===== config.mk =====
export PLATFORM = sky130hd
export DESIGN_NAME = mgd_ram
export DESIGN_NICKNAME = d
export VERILOG_FILES = /design/src/rtl/mgd_ram.sv
export SDC_FILE = /design/constraint.sdc
export NUM_CORES = 1
export LEC_CHECK = 0
export ABC_CLOCK_PERIOD_IN_PS = 2000
export BUFFER_PORTS_ARGS = -buffer_cell sky130_fd_sc_hd__buf_4
export CAP_MARGIN = 20
export CORE_AREA = 2 2 101 113
export DETAILED_ROUTE_END_ITERATION = 6
export DIE_AREA = 0 0 103 115
export PLACE_DENSITY = 0.73
export SLEW_MARGIN = 15
export SYNTH_ARGS = -nofsm -noshare
export SYNTH_HDL_FRONTEND = slang
export SYNTH_SLANG_ARGS = --single-unit
export TNS_END_PERCENT = 1

===== constraint.sdc =====
create_clock -name aclk -period 2 [get_ports aclk]
set_clock_uncertainty 0.1 [all_clocks]
set_input_delay 0.1 -clock aclk [delete_from_list [all_inputs] [get_ports aclk]]
set_output_delay 0.1 -clock aclk [all_outputs]
set_load 0.02 [all_outputs]

===== src/rtl/mgd_ram.sv =====
`default_nettype none
// ----------------------------------------------------------------------------
// mgd_ram
// Generic synchronous RAM: one write port, RD_PORTS read ports, registered
// read data, read-before-write on address collision.
// ----------------------------------------------------------------------------
module mgd_ram #(
    parameter int WIDTH    = 8,
    parameter int DEPTH    = 16,
    parameter int RD_PORTS = 1
) (
    input  wire                          aclk,
    input  wire                          wr_en,
    input  wire  [$clog2(DEPTH)-1:0]     wr_addr,
    input  wire  [WIDTH-1:0]             wr_data,
    input  wire                          rd_en,
    input  wire  [$clog2(DEPTH)-1:0]     rd_addr [RD_PORTS],
    output logic [WIDTH-1:0]             rd_data [RD_PORTS]
);

    logic [WIDTH-1:0] mem [DEPTH];

    always_ff @(posedge aclk) begin
        if (rd_en) begin
            for (int i = 0; i < RD_PORTS; i++) begin
                rd_data[i] <= mem[rd_addr[i]];
            end
        end
        if (wr_en) begin
            mem[wr_addr] <= wr_data;
        end
    end

endmodule
`default_nettype wire


==> metrics <==
NetSw 1.24 mW; worst skew pair latency 0.41 ns; first-pass GRT wire length 14.8 mm; Clock Path Buffers 2; Crit path largest cell delay 0.67 ns; Crit path arrival time 1.74 ns; switching share of power 19.7%; period utilization 86.4%; top-level port count 27; Iter 0 DRT Violations 233; WS Path Type in2reg; combinational fraction of design power 5.4%; Net Count, Synth 248; Die Wd 103 um; CTS buffer count 17; setup violators final 0; Worst Setup Slack, final 0.273 ns; Site Rows 40; grt ovf 0; CP top delay family buffers and inverters; Slew headroom 73.4%; post-cts resize count 0; Synth Area per Inst 22.8 um2; Pint 5.06 mW; clk slew on worst S/H paths 0.05 ns; CP Capture Type flip-flop; slowest cell on the critical path dlygate4sd3_1; max_cap viols 0; Synth warnings 0; crit path time final 1.73 ns; # fillers 801; crit-path max FO 7; Routed WL 9.79 mm; vias in the first global route 2573; Seq pwr share 51.4%; Diodes inserted 0; register bit total from synthesis 136; ANT nets after route 0; Final nets 316; static leakage 2.16 nW; Syn Std Cell Area 5230 um2; Die ar. 11800 um2; clock network fraction of design power 43.2%; Die Ht 115 um; Remaining DRCs 0; Cells after Synth 229; Synth cell types 18; number of port buffers 26; clock sinks 136; Power Density 992 nW/um2; Setup TNS 0 ns; Initial Util 48.8%; Slew Limit Fails 0; Routed WL per cell 21.4 um; hold crit path type in2reg; GPL Wtd Cong 0.761; Max H-tree Level 4; pin count of the biggest net entering global routing 28; vias per cell 5.45; initial antenna violation count 0; CTS tree done; hpwl dp 6.25 mm; CP cell instances dlygate4sd3_1, buf_4, nor3_1, dlygate4sd3_1; P&R area growth vs syn 21.3%; layout cell share with drive strength beyond 1 30.0%; Total GRT Usage 18.7%; status complete, no violations; most frequent cell on the critical path dlygate4sd3_1; Setup WS pre-CTS 0.287 ns; unrepaired setup endpoints after global routing no; Fin. Hold Viols 0; Core Area 10700 um2; Worst EP required 2.01 ns; via count 2492; Initial DRT Pass Iterations 4; worst path bufs/invs 3; Max VDD drop 665 uV; worst slew pin tran 0.399 ns; Max Fclk 0.579 GHz; Worst Setup Start Kind input port; clock tree root buffer cell clkbuf_16; Seq/Total Area, Yosys 78.1%
-- synth_stat cells --
cell type          n  share of area, %
and2b_1            1              0.14
a22oi_1           16               2.3
buf_2              3              0.29
and2_1             1              0.12
buf_6              3              0.65
nand3_1            1             0.096
mux4_2            18               7.8
nand3b_1           2              0.29
nor3_1             4              0.38
clkdlybuf4s25_2    3              0.57
buf_4              1              0.14
nand2b_1           2              0.24
nor2b_1            1              0.12
nor2_1            13              0.93
or3b_2             1              0.17
edfxtp_1         136                78
nand2_1            9              0.65
mux4_1            14               7.0
-- final timing paths --
| check | start | end | slack (ns) | depth (start not counted) |
|---|---|---|---|---|
| worst max register to register | mem[11][7] | rd_data[7] | 0.42 | 3 |
| worst min register to register | mem[13][3] | rd_data[3] | 0.65 | 3 |
| worst max-delay path | wr_addr[0] | mem[4][7] | 0.27 | 4 |
| worst min-delay path | wr_addr[3] | mem[5][6] | 0.11 | 3 |
-- registers in the layout, indices dropped and copies added, names as in the netlist --
| name | count |
|---|---|
| rd_data | 8 |
| mem | 128 |
-- layer usage --
metal	up-vias	routed length (um)	GRT usage [%]
li1	1115	-	-
met3	15	531	5.05
met5	-	0	0
met2	87	5100	29.4
met4	0	187	8.68
met1	1275	3960	24.4
-- cells in the final DEF, fill, tap and decap left out --
cell / count
or3b_2: 1
a22oi_1: 16
clkinvlp_4: 2
buf_4: 46
buf_12: 2
nand2_1: 9
mux4_1: 14
nand3b_1: 2
and2b_1: 1
mux4_2: 18
clkinv_1: 2
clkinv_2: 6
clkbuf_1: 4
nand3_1: 1
nor2_1: 13
clkbuf_16: 17
nand2b_1: 2
bufinv_16: 1
nor3_1: 4
edfxtp_1: 136
and2_1: 1
nor2b_1: 1
dlygate4sd3_1: 11
-- worst reg2reg max path, stage by stage (launching register included) --
cell	delay, ns
edfxtp_1	0.36
mux4_2	0.47
a22oi_1	0.27
nand2_1	0.12
-- cells by family after synthesis --
logic type      after synthesis  share of synthesized area (%)
flops                       136                           78.1
compound gates               16                           2.30
buf+inv                      10                           1.65
mux                          32                           14.8
simple gates                 35                           3.14
-- final cells by class --
class                      instances  area, um2  area share (%)
clock inverter                    11       82.6            1.30
timing repair buffer              59        495            7.81
multi-input combinational         83       1060            16.7
tap                              147        184            2.90
sequential                       136       4080            64.4
clock buffer                      21        440            6.94
-- power groups by stage --
stage          Combinational [mW]  Clock, mW  Sequential [mW]
2_1_floorplan               0.162          0             3.30
3_3_place_gp                0.321          0             3.29
3_5_place_dp                0.329          0             3.29
4_1_cts                     0.347       2.77             3.23
5_1_grt                     0.369       2.88             3.24
6_report                    0.341       2.72             3.23
-- per-stage QoR --
step / std cells / instance area, um2 / hold WS, ns / power, mW / util [%]
floorplan: 229 / 5230 / 0.0989 / 3.46 / -
global placement: 414 / 5710 / 0.306 / 3.61 / 53.3
detailed placement: 414 / 5710 / 0.315 / 3.62 / 53.3
CTS: 457 / 6340 / 0.0970 / 6.35 / 59.2
global route: 457 / 6340 / 0.114 / 6.49 / 59.2
finish: 457 / 6340 / 0.107 / 6.30 / 59.2
-- timing repair --
item	4_1_cts	5_1_grt
hold buffers	11	0
setup buffers	0	0
endpoints found under the hold margin	138	0
(Power assumes the default switching activity.)
