$ cat config.mk
export PLATFORM = sky130hd
export DESIGN_NAME = mgd_stencil
export DESIGN_NICKNAME = d
export VERILOG_FILES = /design/src/rtl/mgd_pkg.sv /design/src/rtl/mgd_stencil.sv
export SDC_FILE = /design/constraint.sdc
export NUM_CORES = 1
export LEC_CHECK = 0
export BUFFER_PORTS_ARGS = -buffer_cell sky130_fd_sc_hd__buf_2
export CORE_MARGIN = 1
export CORE_UTILIZATION = 40
export DETAILED_ROUTE_END_ITERATION = 16
export PLACE_DENSITY_LB_ADDON = 0.1
export SLEW_MARGIN = 20
export SYNTH_ARGS = -nofsm -noshare
export SYNTH_HDL_FRONTEND = slang
export SYNTH_SLANG_ARGS = --single-unit
$ cat constraint.sdc
create_clock -name aclk -period 4.3 [get_ports aclk]
set_clock_uncertainty 0.2 [all_clocks]
set_input_delay 0 -clock aclk [delete_from_list [all_inputs] [get_ports aclk]]
set_output_delay 0 -clock aclk [all_outputs]
set_load 0.01 [all_outputs]
$ cat src/rtl/mgd_pkg.sv
`default_nettype none
// ----------------------------------------------------------------------------
// mgd_pkg
// Shared types and constants of the MAC grid divergence unit.
// ----------------------------------------------------------------------------
package mgd_pkg;

    localparam int SIZE_W      = 7;
    localparam int DIV_W       = 21;
    localparam int M_TDATA_W   = 24;
    localparam int CFG_INDEX_W = 2;

    localparam logic [SIZE_W-1:0] SIZE_X_RST  = 7'd64;
    localparam logic [SIZE_W-1:0] SIZE_Y_RST  = 7'd64;
    localparam logic [SIZE_W-1:0] SIZE_Z_RST  = 7'd1;
    localparam logic              THREE_D_RST = 1'b0;

    typedef enum logic [CFG_INDEX_W-1:0] {
        REG_SIZE_X  = 2'd0,
        REG_SIZE_Y  = 2'd1,
        REG_SIZE_Z  = 2'd2,
        REG_THREE_D = 2'd3
    } cfg_reg_t;

    typedef enum logic [1:0] {
        NBR_ZERO = 2'd0,
        NBR_MEM  = 2'd1,
        NBR_CUR  = 2'd2
    } nbr_sel_t;

    typedef struct packed {
        logic     three_d;
        logic     border;
        logic     vol_end;
        nbr_sel_t nx_sel;
        nbr_sel_t ny_sel;
        logic     nz_cur;
    } stencil_ctrl_t;

    // clamp a size register to 1..mx
    function automatic logic [SIZE_W-1:0] eff_size(input logic [SIZE_W-1:0] v, input int mx);
        logic [SIZE_W-1:0] r;
        if (v == '0) begin
            r = SIZE_W'(1);
        end else if (int'(v) > mx) begin
            r = SIZE_W'(mx);
        end else begin
            r = v;
        end
        return r;
    endfunction

endpackage
`default_nettype wire

$ cat src/rtl/mgd_stencil.sv
`default_nettype none
// ----------------------------------------------------------------------------
// mgd_stencil
// Divergence sum of one delayed cell from the store read data, and the
// result output register.
// ----------------------------------------------------------------------------
module mgd_stencil
    import mgd_pkg::*;
#(
    parameter int VEL_WIDTH = 18
) (
    input  wire                        aclk,
    input  wire                        aresetn,
    input  wire                        in_valid,
    output logic                       in_ready,
    input  stencil_ctrl_t              ctrl,
    input  wire  [3*VEL_WIDTH:0]       c_cell,
    input  wire  [VEL_WIDTH-1:0]       n_vx,
    input  wire  [VEL_WIDTH-1:0]       n_vy,
    input  wire  [VEL_WIDTH-1:0]       cur_vx,
    input  wire  [VEL_WIDTH-1:0]       cur_vy,
    input  wire  [VEL_WIDTH-1:0]       cur_vz,
    output logic                       out_valid,
    input  wire                        out_ready,
    output logic [DIV_W-1:0]           out_div,
    output logic                       out_end
);

    localparam int ACC_W = (VEL_WIDTH + 3 > DIV_W) ? VEL_WIDTH + 3 : DIV_W;

    logic signed [VEL_WIDTH-1:0] c_vx;
    logic signed [VEL_WIDTH-1:0] c_vy;
    logic signed [VEL_WIDTH-1:0] c_vz;
    logic                        c_wet;
    logic signed [VEL_WIDTH-1:0] nx_vx;
    logic signed [VEL_WIDTH-1:0] ny_vy;
    logic signed [VEL_WIDTH-1:0] nz_vz;
    logic signed [ACC_W-1:0]     acc;
    logic [DIV_W-1:0]            div;

    logic                        valid_reg;
    logic                        valid_next;
    logic [DIV_W-1:0]            div_reg;
    logic                        end_reg;

    function automatic logic [VEL_WIDTH-1:0] pick(input nbr_sel_t sel,
                                                  input logic [VEL_WIDTH-1:0] mem_v,
                                                  input logic [VEL_WIDTH-1:0] cur_v);
        logic [VEL_WIDTH-1:0] r;
        case (sel)
            NBR_MEM: r = mem_v;
            NBR_CUR: r = cur_v;
            default: r = '0;
        endcase
        return r;
    endfunction

    always_comb begin
        c_vx    = c_cell[VEL_WIDTH-1:0];
        c_vy    = c_cell[VEL_WIDTH +: VEL_WIDTH];
        c_vz    = ctrl.three_d ? c_cell[2*VEL_WIDTH +: VEL_WIDTH] : '0;
        c_wet   = c_cell[3*VEL_WIDTH];
        nx_vx   = pick(ctrl.nx_sel, n_vx, cur_vx);
        ny_vy   = pick(ctrl.ny_sel, n_vy, cur_vy);
        nz_vz   = (ctrl.three_d && ctrl.nz_cur) ? cur_vz : '0;
        acc     = ACC_W'(c_vx) - ACC_W'(nx_vx) + ACC_W'(c_vy) - ACC_W'(ny_vy)
                + ACC_W'(c_vz) - ACC_W'(nz_vz);
        div     = (ctrl.border || !c_wet) ? '0 : acc[DIV_W-1:0];
    end

    assign in_ready = !valid_reg || out_ready;

    always_comb begin
        valid_next = valid_reg;
        if (in_valid && in_ready) begin
            valid_next = 1'b1;
        end else if (out_ready) begin
            valid_next = 1'b0;
        end
    end

    always_ff @(posedge aclk) begin
        if (!aresetn) begin
            valid_reg <= 1'b0;
        end else begin
            valid_reg <= valid_next;
        end
    end

    always_ff @(posedge aclk) begin
        if (in_valid && in_ready) begin
            div_reg <= div;
            end_reg <= ctrl.vol_end;
        end
    end

    assign out_valid = valid_reg;
    assign out_div   = div_reg;
    assign out_end   = end_reg;

endmodule
`default_nettype wire

==> results of run 1 <==
[what timing repair did]
action	4_1_cts	5_1_grt
hold buffers	3	0
hold endpoints to repair	2	0
endpoints found under the setup margin	4	13
gates resized for setup	3	21
pin swaps	2	6
buffers inserted	1	0
[per-layer routing]
metal  global-route usage, %  up-vias  part of all wire (%)
li1                        -     2066                     -
met5                       0        -                     0
met2                    43.5      112                    54
met3                    3.15       10                   5.2
met4                    2.45        0                  0.82
met1                    25.1     2036                    40
[stage by stage]
step | setup slack, ps | hold WS [ps]
after floorplan | 21.1 | -101
after global placement | -266 | -23.6
after detailed placement | -337 | -21.2
after CTS | 6.42 | 7.38
after global routing | -87.8 | 8.80
final | 149 | 7.54
[path summary, 6_finish.rpt]
| check | depth (start not counted) | from | end |
|---|---|---|---|
| worst max-delay path | 17 | ctrl[4] | out_div[11] |
| worst min-delay path | 3 | c_cell[0] | out_div[0] |
| worst min register to register | 3 | out_valid | out_valid |
| worst max register to register | 2 | out_valid | out_div[20] |
[power by group]
part | total, mW | internal, mW | switching [mW]
registers | 0.330 | 0.318 | 0.0113
logic | 2.65 | 1.33 | 1.32
clock network | 0.133 | 0.0661 | 0.0666
total | 3.11 | 1.71 | 1.40
[area by class of cell]
type | instances | area [µm²]
Inverter | 102 | 383
Timing Repair Buffer | 247 | 1420
Clock buffer | 4 | 45.0
Multi-Input combinational cell | 346 | 3500
Sequential cell | 23 | 681
Tap cell | 140 | 175
Fill cell | 1027 | 4680
[placed cells by master, fill, tap and decap left out, types with 9 or more instances in the layout]
cell type    n
buf_2      180
inv_1      101
fa_1        72
buf_4       63
nand2_1     43
a22oi_1     36
nor2_1      25
edfxtp_1    22
or2_2       19
ha_1        17
a21oi_1     12
a21o_1      12
and2_1      11
and3_1       9
[registers in the layout, indices dropped and copies added, names as in the netlist]
| signal | count |
|---|---|
| out_end | 1 |
| out_valid | 1 |
| out_div | 21 |
[kinds of logic (layout without fill, tap and decap cells)]
kind of cell,Yosys count,after routing,share of synthesized area (%)
adder cells (fa/ha/maj),99,99,40.0
flip-flops,23,23,15.2
AO/OA/AOI/OAI,98,98,16.9
AND/OR/NAND/NOR,138,138,15.3
XOR/XNOR,6,6,1.17
multiplexers,5,5,1.12
buffers and inverters,121,353,10.4
[worst min-delay path, stage by stage]
cell,delay (ps)
buf_2,90
fa_1,160
and2_1,110
==> flow_summary.ini, run 1 <==
[timing]
fin_setup_tns_ps = 0
fin_crit_ps = 4150
slew_headroom_pct = 33.4
fin_crit_sh_pct = 96.5
fmax_mhz = 241
hold_viol = 0
worst_slew_pin_slew_ps = 999
final_max_slew_viol_count = 0
finalSetupViolations = 0
rsz0062_at_grt = yes

[synthesis]
syn-cell-area_mm2 = 0.00449
synth_common_cells = 102 x inv_1, 74 x fa_1, 43 x nand2_1
postSynthNetCount = 746
synth_most_common_cell = inv_1
yosysSeqAreaShare_pct = 15.2
synth_top_area_share_pct = 33.0
ys_seq_elements = 23
avgSynthCellArea_um2 = 9.16
yosys-top-cells-area = fa_1 33%, edfxtp_1 15%, inv_1 8.5%
synth_flop_cell = edfxtp_1
postSynthCellCount = 490
async_flop_share_pct = 0
netlist-cell-type-count = 50
yosysTopAreaCell = fa_1
yosysWarnings = 0
synth-edff-count = 22

[worst_setup_path]
cp-start-kind = primary input
critPathSlowestCell = fa_1
endpoint_kind = register
crit_family = adder cells
max_stage_delay_ps = 550
cp_max_fo = 6
crit_top_cell = inv_1
cp.required_ps = 4090
arrival_ps = 3940
ff2ff_setup_slack_ps = 2520
worst-path-buf-inv = 5
path_class = in -> reg
cp_cell_sequence = buf_2, inv_1, ha_2, a22oi_1, or2_2, fa_1, inv_1, fa_2, fa_1, inv_1, fa_2, a21o_1, a221oi_4, buf_4, nand2b_1, and3_1, nor3_1

[placement]
routabilityCongestion = 0.880
io_buffers = 180
place_inst = 854
hpwlAfterDp_um = 10500
place_area_mm2 = 0.00601

[global_routing]
grt_first_pass_wirelength_um = 20200
grt_pass1_vias = 4677
antenna_found_initial = 0
overflow = 0
grt_usage_pct = 21.9
grt_max_degree = 23

[floorplan]
die_x_um = 108
die-area_mm2 = 0.0116
num_rows = 38
core_area_mm2 = 0.0109
die_height_um = 108
ioPinCount = 181
start_util_pct = 41.2

[clock_tree]
cts_root_buf = clkbuf_8
cts_tree = yes
htreeDepth = 1
cts_buffer_depth = 2
cts.sink_count = 23
numCtsBuffers = 3
clk_pin_slew_ps = 80
clkLatencyLatePin_ps = 260

[cells_and_area]
layoutNonFillerInstCount = 862
final_area_mm2 = 0.00620
layout-drive-gt1-share_pct = 40.9
layout.nets = 979
synthToLayoutAreaGrowth_pct = 38.2
diodes = 0
utilization_pct = 57.0

[status]
status = finished, final reports clean

[detailed_routing]
vias = 4224
drc_errors = 0
drt_iter0_drc = 132
drt.antenna.violating_nets = 0
wl_um = 11600
dr.pass1.iters = 4
routedWlPerCell_um = 13.5
viasPerCell = 4.90

[pwr]
power.total_mw = 3.11
leakagePower_nw = 3.21
powerDensity_mw_per_mm2 = 502
max-vdd-ir-drop_mv = 0.342

[job]
max_cap_viol_count = 0

[hold_path]
min_path_type = in -> reg
(Power assumes the default switching activity.)
==> run 2, diff against run 1 <==
--- a/config.mk
+++ b/config.mk
@@ -6,6 +6,7 @@
 export NUM_CORES = 1
 export LEC_CHECK = 0
 export BUFFER_PORTS_ARGS = -buffer_cell sky130_fd_sc_hd__buf_2
+export CORE_ASPECT_RATIO = 1.25
 export CORE_MARGIN = 1
 export CORE_UTILIZATION = 40
 export DETAILED_ROUTE_END_ITERATION = 16
==> constraint.sdc (replaced) <==
create_clock -name aclk -period 4.95 [get_ports aclk]
set_clock_uncertainty 0.2 [all_clocks]
set_input_delay 0 -clock aclk [delete_from_list [all_inputs] [get_ports aclk]]
set_output_delay 0 -clock aclk [all_outputs]
set_load 0.01 [all_outputs]
==> flow_summary.ini, run 2 (synthesis results as in run 1) <==
[detailed_routing]
wl_um = 11600
drc_errors = 0
drt_iter0_drc = 110
drt.antenna.violating_nets = 0
routedWlPerCell_um = 14.4
vias = 3938
viasPerCell = 4.92
dr.pass1.iters = 5

[clock_tree]
cts_root_buf = clkbuf_16
post_cts_buffers = 0
numCtsBuffers = 3
hold_buffers = 5
cts_tree = yes
cts.repair.resized = 0
clkLatencyLatePin_ps = 250
cts.sink_count = 23
clk_pin_slew_ps = 60
cts_buffer_depth = 2
htreeDepth = 1

[cells_and_area]
synthToLayoutAreaGrowth_pct = 26.3
layout-drive-gt1-share_pct = 33.0
layoutNonFillerInstCount = 801
largest_reg_flops = 21
mostFrequentLayoutCell = buf_2
layout.nets = 926
diodes = 0
layout_common_cells = 180 x buf_2, 102 x inv_1, 74 x fa_1, 43 x nand2_1, 36 x a22oi_1
fill_cells = 1049

[placement]
routabilityCongestion = 0.894
io_buffers = 180
place_inst = 792
hpwlAfterDp_um = 10500

[timing]
fin_crit_sh_pct = 91.6
fin_setup_tns_ps = 0
final_max_slew_viol_count = 0
fmax_mhz = 220
fin_crit_ps = 4540
worst_slew_pin_slew_ps = 929
slew_headroom_pct = 37.9
hold_viol = 0
rsz0062_at_grt = no
finalSetupViolations = 0

[floorplan]
die_height_um = 120
num_rows = 42
start_util_pct = 41.7
die_x_um = 96.7
die-area_mm2 = 0.0117
core_area_mm2 = 0.0108
ioPinCount = 181

[pwr]
switching_share_pct = 48.0
internal-power_mw = 1.16
combPwrFrac_pct = 79.6
seqPwrFrac_pct = 12.8
powerDensity_mw_per_mm2 = 393
clockPowerShare_pct = 7.6
leakagePower_nw = 2.96
p_sw_mw = 1.07
max-vdd-ir-drop_mv = 0.147

[worst_setup_path]
crit_family = adder cells
cp_max_fo = 10
reg2reg_from = out_valid
critPathSlowestCell = fa_1
cp_cell_sequence = buf_2, inv_1, ha_1, buf_4, a22oi_1, or2_2, fa_1, inv_1, fa_1, fa_1, inv_1, ha_1, and4_1, nand3_1, o22a_1, o21ai_0, mux2i_1
crit_cells = 17
path_class = in -> reg
endpoint_kind = register
max_stage_delay_ps = 510
arrival_ps = 4320
cp.required_ps = 4740
crit_start = ctrl[1]
r2r_cells = 2
worst-path-buf-inv = 5
cp-start-kind = primary input

[global_routing]
antenna_found_initial = 0
grt_usage_pct = 20.3
grt_max_degree = 23
grt_first_pass_wirelength_um = 19000
overflow = 0
grt_pass1_vias = 3982

[status]
status = finished, final reports clean

[hold_path]
min_path_cells = 3
min_path_type = in -> out
min_from = out_ready

[job]
max_cap_viol_count = 0
run 2: cell types whose count changed in the layout (fill, tap and decap cells not counted), sizes merged:
cell and delta:
dlygate4sd3 +2, buf -55
run 2: final timing paths:
| check | to | slack (ps) |
|---|---|---|
| hold reg to reg | out_valid | 880 |
| setup / recovery | out_div[14] | 410 |
| hold / removal | in_ready | 130 |
| setup reg to reg | out_div[0] | 3240 |
run 2: worst reg2reg max path: cells and delay by family, from the launching register on:
kind          cells  cell delay (ps)
flops             1              300
simple gates      2              830
run 2: metrics by stage:
step / util [%] / total power, mW / hold WS (ps) / instance area, µm² / worst slack (ps)
floorplan: - / 1.63 / -101 / 4490 / 252
global route: 52.6 / 2.48 / 154 / 5670 / 213
CTS: 52.6 / 2.24 / 133 / 5670 / 449
detailed placement: 51.4 / 2.06 / -17.3 / 5540 / 211
global placement: 51.4 / 2.05 / -19.2 / 5540 / 240
finish: 52.6 / 2.23 / 130 / 5670 / 414
run 2: power by group through the flow:
stage	Combinational [mW]	Sequential, mW	Clock (mW)
2_1_floorplan	1.32	0.315	0
3_3_place_gp	1.76	0.290	0
3_5_place_dp	1.76	0.291	0
4_1_cts	1.78	0.287	0.173
5_1_grt	2.00	0.291	0.182
6_report	1.77	0.286	0.169
run 2: metal layers:
metal	track usage, %	part of all wire [%]	vias up
li1	-	-	1966
met1	26.8	44	1804
met2	36.9	50	164
met3	1.56	5.0	4
met4	3.73	0.65	0
met5	0	0	-
run 2: layout make-up:
cell class                      instances  area, µm²  share of cell area [%]
Multi-Input combinational cell        346       3340                    59.0
Inverter                              102        383                    6.75
Timing Repair Buffer                  194       1020                    18.0
Clock buffer                            4       78.8                    1.39
Sequential cell                        23        681                    12.0
Tap cell                              132        165                    2.91
